--- src/hw/rtl/ele_pkg.sv ---
// ----------------------------------------------------------------------------
// Echoing line editor package
// Shared constants, codes and state types for the line editor core.
// ----------------------------------------------------------------------------
package ele_pkg;

    localparam int LINE_DEPTH = 62;
    localparam int IDX_W      = $clog2(LINE_DEPTH);
    localparam int CNT_W      = 6;
    localparam int BYTE_W     = 8;
    localparam int CHAR_W     = 7;
    localparam int KIND_W     = 2;
    localparam int ECHO_W     = 2;

    localparam logic [CNT_W-1:0] MAX_CHARS_RST = CNT_W'(LINE_DEPTH);

    // result kinds
    localparam logic [KIND_W-1:0] KIND_ECHO = 2'd0;
    localparam logic [KIND_W-1:0] KIND_CHAR = 2'd1;
    localparam logic [KIND_W-1:0] KIND_END  = 2'd2;

    // byte codes
    localparam logic [BYTE_W-1:0] CH_BS    = 8'd8;
    localparam logic [BYTE_W-1:0] CH_LF    = 8'd10;
    localparam logic [BYTE_W-1:0] CH_CR    = 8'd13;
    localparam logic [BYTE_W-1:0] CH_SPACE = 8'd32;
    localparam logic [BYTE_W-1:0] CH_TILDE = 8'd126;
    localparam logic [BYTE_W-1:0] CH_DEL   = 8'd127;

    typedef enum logic [1:0] {
        OP_NONE,
        OP_ENTER,
        OP_ERASE,
        OP_PRINT
    } op_t;

    typedef enum logic [2:0] {
        ST_IDLE,
        ST_ECHO,
        ST_READ,
        ST_CHAR,
        ST_END
    } state_t;

endpackage

--- src/hw/rtl/echoing_line_editor_core.sv ---
// ----------------------------------------------------------------------------
// Echoing line editor core
// Edits a line from received bytes, echoes edits and emits finished lines.
// ----------------------------------------------------------------------------
//  channel   direction  signals                          contents
//  s_*       in         s_tvalid s_tready s_tdata[7:0]   rx_byte
//  m_*       out        m_tvalid m_tready m_tdata[15:0]  out_byte, line_length
//                       m_tuser[1:0] m_tlast             out_kind, last
//  cfg_*     in         cfg_valid cfg_ready cfg_data     max_chars
//
//  One byte is in work at a time: each echo byte of it goes out in turn, and
//  a finished line streams one character per cycle, while m_tready allows,
//  from the line memory after a read in ST_READ, then the end marker. The
//  line memory has no reset; only entries below the count are ever read.
//  A stalled m_tready holds the sequencer in place.
module echoing_line_editor_core
    import ele_pkg::*;
(
    input  logic              clk,
    input  logic              rst_n,
    input  logic              s_tvalid,
    output logic              s_tready,
    input  logic [7:0]        s_tdata,   // [7:0] rx_byte
    output logic              m_tvalid,
    input  logic              m_tready,
    output logic [15:0]       m_tdata,   // [7:0] out_byte, [13:8] line_length
    output logic [1:0]        m_tuser,   // [1:0] out_kind
    output logic              m_tlast,
    input  logic              cfg_valid,
    output logic              cfg_ready,
    input  logic [CNT_W-1:0]  cfg_data   // max_chars
);

    state_t state_reg, state_next;

    logic [CNT_W-1:0]  max_reg;
    logic [CNT_W-1:0]  count_reg, count_next;
    op_t               op_reg, op_next;
    logic [BYTE_W-1:0] byte_reg, byte_next;
    logic [ECHO_W-1:0] echo_idx_reg, echo_idx_next;
    logic [ECHO_W-1:0] echo_num_reg, echo_num_next;
    logic              finish_reg, finish_next;
    logic [IDX_W-1:0]  rd_idx_reg, rd_idx_next;

    logic              out_valid_reg, out_valid_next;
    logic [KIND_W-1:0] out_kind_reg, out_kind_next;
    logic [BYTE_W-1:0] out_byte_reg, out_byte_next;
    logic [CNT_W-1:0]  out_len_reg, out_len_next;
    logic              out_last_reg, out_last_next;
    logic              out_load;

    logic [CHAR_W-1:0] line_mem [LINE_DEPTH];
    logic [CHAR_W-1:0] rd_data_reg;
    logic              rd_en;
    logic [IDX_W-1:0]  rd_addr;
    logic              wr_en;
    logic [IDX_W-1:0]  wr_addr;

    logic [CNT_W-1:0]  limit;
    logic              out_free;
    op_t               op_in;
    logic [CNT_W-1:0]  count_in;
    logic [ECHO_W-1:0] num_in;
    logic [BYTE_W-1:0] echo_byte;
    logic              echo_end;
    logic [IDX_W-1:0]  rd_idx_inc;

    assign s_tready  = (state_reg == ST_IDLE);
    assign cfg_ready = 1'b1;
    assign m_tvalid  = out_valid_reg;
    assign m_tdata   = {2'b00, out_len_reg, out_byte_reg};
    assign m_tuser   = out_kind_reg;
    assign m_tlast   = out_last_reg;

    assign out_free   = !out_valid_reg || m_tready;
    assign rd_idx_inc = rd_idx_reg + 1'b1;
    assign echo_end   = (echo_idx_reg == echo_num_reg - 1'b1);

    // clamp limit to 1..LINE_DEPTH
    always_comb
    begin
        if (max_reg == '0)
            limit = CNT_W'(1);
        else if (max_reg > CNT_W'(LINE_DEPTH))
            limit = CNT_W'(LINE_DEPTH);
        else
            limit = max_reg;
    end

    // classify the incoming byte
    always_comb
    begin
        if (s_tdata == CH_CR || s_tdata == CH_LF)
            op_in = OP_ENTER;
        else if (s_tdata == CH_BS || s_tdata == CH_DEL)
            op_in = OP_ERASE;
        else if (s_tdata inside {[CH_SPACE:CH_TILDE]})
            op_in = OP_PRINT;
        else
            op_in = OP_NONE;
    end

    always_comb
    begin
        count_in = count_reg;
        num_in   = '0;
        case (op_in)
            OP_ENTER:
            begin
                num_in = ECHO_W'(1);
            end
            OP_ERASE:
            begin
                if (count_reg != '0)
                begin
                    count_in = count_reg - 1'b1;
                    num_in   = ECHO_W'(3);
                end
            end
            OP_PRINT:
            begin
                if (count_reg < CNT_W'(LINE_DEPTH))
                    count_in = count_reg + 1'b1;
                num_in = ECHO_W'(1);
            end
            default:
            begin
                num_in = '0;
            end
        endcase
    end

    always_comb
    begin
        case (op_reg)
            OP_ENTER: echo_byte = CH_LF;
            OP_ERASE: echo_byte = (echo_idx_reg == ECHO_W'(1)) ? CH_SPACE : CH_BS;
            OP_PRINT: echo_byte = byte_reg;
            default:  echo_byte = '0;
        endcase
    end

    assign wr_en   = s_tvalid && s_tready && (op_in == OP_PRINT)
                     && (count_reg < CNT_W'(LINE_DEPTH));
    assign wr_addr = count_reg[IDX_W-1:0];

    always_ff @(posedge clk)
    begin
        if (wr_en)
            line_mem[wr_addr] <= s_tdata[CHAR_W-1:0];
        if (rd_en)
            rd_data_reg <= line_mem[rd_addr];
    end

    // sequencer
    always_comb
    begin
        state_next     = state_reg;
        count_next     = count_reg;
        op_next        = op_reg;
        byte_next      = byte_reg;
        echo_idx_next  = echo_idx_reg;
        echo_num_next  = echo_num_reg;
        finish_next    = finish_reg;
        rd_idx_next    = rd_idx_reg;
        rd_en          = 1'b0;
        rd_addr        = rd_idx_reg;
        out_load       = 1'b0;
        out_kind_next  = out_kind_reg;
        out_byte_next  = out_byte_reg;
        out_len_next   = out_len_reg;
        out_last_next  = out_last_reg;

        case (state_reg)
            ST_IDLE:
            begin
                if (s_tvalid)
                begin
                    op_next       = op_in;
                    byte_next     = s_tdata;
                    count_next    = count_in;
                    echo_idx_next = '0;
                    echo_num_next = num_in;
                    finish_next   = (op_in == OP_ENTER) || (count_in >= limit);
                    rd_idx_next   = '0;
                    if (num_in != '0)
                        state_next = ST_ECHO;
                    else if ((op_in == OP_ENTER) || (count_in >= limit))
                        state_next = (count_in == '0) ? ST_END : ST_READ;
                end
            end
            ST_ECHO:
            begin
                if (out_free)
                begin
                    out_load      = 1'b1;
                    out_kind_next = KIND_ECHO;
                    out_byte_next = echo_byte;
                    out_len_next  = '0;
                    out_last_next = echo_end && !finish_reg;
                    echo_idx_next = echo_idx_reg + 1'b1;
                    if (echo_end)
                    begin
                        if (!finish_reg)
                            state_next = ST_IDLE;
                        else if (count_reg == '0)
                            state_next = ST_END;
                        else
                            state_next = ST_READ;
                    end
                end
            end
            ST_READ:
            begin
                rd_en      = 1'b1;
                state_next = ST_CHAR;
            end
            ST_CHAR:
            begin
                if (out_free)
                begin
                    out_load      = 1'b1;
                    out_kind_next = KIND_CHAR;
                    out_byte_next = {1'b0, rd_data_reg};
                    out_len_next  = '0;
                    out_last_next = 1'b0;
                    // prefetch the next entry while this one goes out
                    if (CNT_W'(rd_idx_inc) < count_reg)
                    begin
                        rd_en       = 1'b1;
                        rd_addr     = rd_idx_inc;
                        rd_idx_next = rd_idx_inc;
                    end
                    else
                    begin
                        state_next = ST_END;
                    end
                end
            end
            ST_END:
            begin
                if (out_free)
                begin
                    out_load      = 1'b1;
                    out_kind_next = KIND_END;
                    out_byte_next = '0;
                    out_len_next  = count_reg;
                    out_last_next = 1'b1;
                    count_next    = '0;
                    state_next    = ST_IDLE;
                end
            end
            default:
            begin
                state_next = ST_IDLE;
            end
        endcase
    end

    always_comb
    begin
        if (out_load)
            out_valid_next = 1'b1;
        else if (m_tready)
            out_valid_next = 1'b0;
        else
            out_valid_next = out_valid_reg;
    end

    always_ff @(posedge clk or negedge rst_n)
    begin
        if (!rst_n)
        begin
            state_reg     <= ST_IDLE;
            count_reg     <= '0;
            max_reg       <= MAX_CHARS_RST;
            out_valid_reg <= 1'b0;
            op_reg        <= OP_NONE;
            echo_idx_reg  <= '0;
            echo_num_reg  <= '0;
            finish_reg    <= 1'b0;
            rd_idx_reg    <= '0;
        end
        else
        begin
            state_reg     <= state_next;
            count_reg     <= count_next;
            out_valid_reg <= out_valid_next;
            op_reg        <= op_next;
            echo_idx_reg  <= echo_idx_next;
            echo_num_reg  <= echo_num_next;
            finish_reg    <= finish_next;
            rd_idx_reg    <= rd_idx_next;
            if (cfg_valid && cfg_ready)
                max_reg <= cfg_data;
        end
    end

    // payload, no reset
    always_ff @(posedge clk)
    begin
        byte_reg     <= byte_next;
        out_kind_reg <= out_kind_next;
        out_byte_reg <= out_byte_next;
        out_len_reg  <= out_len_next;
        out_last_reg <= out_last_next;
    end

endmodule
--- config.mk ---
export PLATFORM = sky130hd
export DESIGN_NAME = echoing_line_editor_core
export DESIGN_NICKNAME = d
export VERILOG_FILES = /design/src/hw/rtl/ele_pkg.sv /design/src/hw/rtl/echoing_line_editor_core.sv
export SDC_FILE = /design/constraint.sdc
export NUM_CORES = 1
export LEC_CHECK = 0
export BUFFER_PORTS_ARGS = -buffer_cell sky130_fd_sc_hd__buf_2
export CAP_MARGIN = 30
export CORE_ASPECT_RATIO = 0.8
export CORE_UTILIZATION = 39
export CTS_CLUSTER_DIAMETER = 60
export CTS_CLUSTER_SIZE = 30
export DETAILED_ROUTE_END_ITERATION = 10
export GPL_TIMING_DRIVEN = 0
export SYNTH_ARGS = -nofsm -noshare
export SYNTH_HDL_FRONTEND = slang
export SYNTH_SLANG_ARGS = --single-unit
--- constraint.sdc ---
create_clock -name clk -period 8.69 [get_ports clk]
set_clock_uncertainty 0.1 [all_clocks]
set_input_delay 0.4345 -clock clk [delete_from_list [all_inputs] [get_ports clk]]
set_output_delay 0.4345 -clock clk [all_outputs]
set_load 0.02 [all_outputs]
==> results.md <==
* TritonCTS Sinks at 495
* Worst-path fanout max at 10
* Worst path slowest cell: a41oi_1
* Critical path cell sequence: buf_2 -> nand3_1 -> nor2_1 -> xnor2_1 -> ha_1 -> a21oi_1 -> o21ai_1 -> buf_4 -> nor3_2 -> buf_4 -> buf_6 -> buf_6 -> buf_2 -> buf_2 -> o221ai_1 -> a2bb2oi_1 -> a21oi_1 -> a41oi_1
* Pint at 4.39 mW
* Nets at 1,893
* Min Tclk post-route at 5.83 ns
* TritonCTS Buffers at 36
* Gpl congestion at 0.977
* Fin. max-slew vios at 0
* RSZ-0062 raised after global routing: false
* Yosys reg bits at 495
* Dominant cell type by area after synthesis: edfxtp_1
* Worst-Skew Late Latency at 0.59 ns
* Worst path depth at 18
* Synthesized instance count at 1,754
* CP endpoint kind: flip-flop
* Diode count at 0
* Min-delay src: s_tdata[7]
* VDD IR max at 0.138 mV
* Final cycle utilization of the critical path at 67.1%
* Synth Warn # at 0
* Worst Path Buf+Inv at 7
* Post-synth top cells: edfxtp_1, mux2i_1, nor2_1
* CP max stage delay at 0.52 ns
* Largest net degree at the start of global routing at 68
* Number of synthesized flops with an enable pin at 466
* Sequential fraction of the synthesis area at 60.1%
* Mux cell area share after synthesis at 18.2%
* Final instance area at 0.0274 mm^2
* Worst-path clk slew at 0.08 ns
* Sequential Power Share at 41.5%
* Worst-case reg-to-reg path depth at 18
* Power share of the combinational group at 30.0%
* CP Launch Type: flip-flop
* Predominant post-synthesis flop cell: edfxtp_1
* Die area at 0.0638 mm^2
* Fmax at 172 MHz
* WP data required at 8.91 ns
* Relative slew slack at 30.1%
* Post-synthesis adder-cell area fraction at 0.817%
* Syn Area/Cell at 14.0 um^2
* CP endpoint: rd_data_reg[3]
* DRT Pass-1 Iters at 6
* DR vias/cell at 6.07
* Die width at 282 um
* Final setup viols at 0
* Most used cell, CP: buf_2
* Yosys cell types at 94
* Static leakage at 8.48 nW
* HP Class: in -> reg
* Die H at 226 um
* I/O Buffers at 37
* Detail Route Antenna Nets at 0
* Vias in the first global route at 16,000
* Cell Rows at 81
* Grt ovf at 0
* Clock share of power at 28.5%
* Sw Ratio at 34.9%
* Total GRT Usage at 24.0%
* Worst Setup SP: rd_idx_reg[0]
* Switching power of the nets at 2.35 mW
* Pwr dens at 246 mW/mm^2
* Post-synthesis xor/xnor area fraction at 0.531%
* Setup CP Type: reg -> reg
* Iter 0 DRT Violations at 1,944
* Simple-Gate Fraction of Synth Area at 7.95%
* Layout cells sized above 1 at 14.1%
* CP top delay family: buffers and inverters
* # IOs at 41
* R2r startpoint: rd_idx_reg[0]
* Max reg flops at 434
* Core ar. at 0.0616 mm^2
* Mapped cell area at 0.0245 mm^2
* Root Driver: clkbuf_16
* Synthesis-to-finish area growth at 11.8%
* Post-DP HPWL at 52.8 mm
* Tightest Pin Transition at 1.05 ns
* Ys async rst share at 5.86%
* Cts repair resizes at 0
* Status: finished clean
* First-pass GRT wire length at 111 mm
* # H-tree levels at 2
* WP data arrival at 6.05 ns
* Routed via count at 16,500
* Final hold vios at 0
* Share of the synthesized area in the top cell type at 57.1%
* Reg-to-Reg End: rd_data_reg[3]
* Initial core utilization at 39.8%
* Routed wire length at 75.8 mm
* Cell Area, Placed at 0.0259 mm^2
* Bufs on Longest Clock Path at 3
* CTS tree: built
* Synth Area in Compound Gates at 9.57%
* Most common cell in the netlist: edfxtp_1
* Initial antenna violation count at 1
* Worst R2R Setup Slack at 2.86 ns
* Setup_tns at 0 ns
* Wire length per cell at 27.9 um
* Largest family of logic cells by synthesized area: multiplexers
* Max-cap viol count at 0
* Largest cells by area after synthesis: edfxtp_1, mux2i_1, mux4_2, a211oi_1, dfrtp_1
* Drt drc at 0
-- metrics by stage --
step                cells  total power, mW  utilization [%]  hold slack, ns  setup WS [ns]
floorplan            1755             4.12                -          0.0389           5.05
global placement     2622             4.78             41.7           0.383           2.85
detailed placement   2641             4.83             42.1           0.405           3.03
CTS                  2713             6.73             44.4        0.000238           2.99
global route         2714             6.98             44.4         0.00601           2.68
finish               2714             6.74             44.4          0.0195           2.86
-- metal layers --
layer	wire, um	global-route usage, %	share of wire [%]	vias to the layer above
met1	35300	36.5	47	8448
li1	-	-	-	7170
met3	6620	5.20	8.7	102
met2	32100	34.5	42	754
met4	1740	5.67	2.3	0
met5	0	0	0	-
-- cell families after synthesis --
kind of cell    after synthesis
buf+inv                     143
flops                       495
compound gates              321
mux                         382
simple gates                381
fa+ha+maj                    16
other cells                   2
xor+xnor                     14
-- power groups by stage --
stage / Sequential (mW) / Clock (mW) / Combinational (mW)
after floorplan: 2.89 / 0 / 1.23
after global placement: 2.85 / 0 / 1.93
after detailed placement: 2.85 / 0 / 1.98
after CTS: 2.80 / 1.95 / 1.99
after global routing: 2.81 / 2.03 / 2.14
final: 2.80 / 1.92 / 2.02
-- layout by cell type, fill, tap and decap left out, types with 37 or more instances in the layout --
cell / Yosys / layout
a211oi_1: 92 / 92
clkbuf_1: 59 / 59
buf_2: 33 / 67
mux4_2: 50 / 50
a21oi_1: 39 / 39
mux2i_1: 315 / 315
edfxtp_1: 466 / 466
o21ai_0: 42 / 42
nor2_1: 130 / 130
nand2_1: 49 / 49
nor2b_1: 44 / 44
clkbuf_16: 0 / 37
-- how the worst min path moves through the flow --
stage                      end  slack, ns  cells after the start
2_1_floorplan     count_reg[0]       0.04                      0
3_3_place_gp   echo_num_reg[1]       0.38                      2
3_5_place_dp   echo_num_reg[0]       0.40                      2
4_1_cts            byte_reg[7]     0.0002                      1
5_1_grt            byte_reg[7]      0.006                      1
6_report           byte_reg[7]       0.02                      1
-- worst register-to-register path, cell delays in order (launching register included) --
cell       delay [ns]
dfrtp_1          0.39
buf_2            0.33
nand3_1          0.31
nor2_1           0.26
xnor2_1          0.20
ha_1             0.32
a21oi_1          0.23
o21ai_1          0.28
buf_4            0.26
nor3_2           0.20
buf_4            0.27
buf_6            0.26
buf_6            0.21
buf_2            0.30
buf_2            0.43
o221ai_1         0.21
a2bb2oi_1        0.35
a21oi_1          0.13
a41oi_1          0.52
-- layout make-up --
class | instances | area (um^2)
buffer | 122 | 594
clock buffer | 37 | 926
clock inverter | 27 | 410
fill | 5537 | 34200
inverter | 21 | 78.8
multi-input combinational | 1117 | 9100
sequential | 495 | 14700
tap | 830 | 1040
timing repair buffer | 65 | 502
-- timing repair --
item / in CTS / in global routing
setup buffers: 0 / 0
setup endpoints to repair: 0 / 0
endpoints found under the hold margin: 30 / 0
hold buffers: 8 / 0
Note: power is estimated with default switching activity, not from simulation.
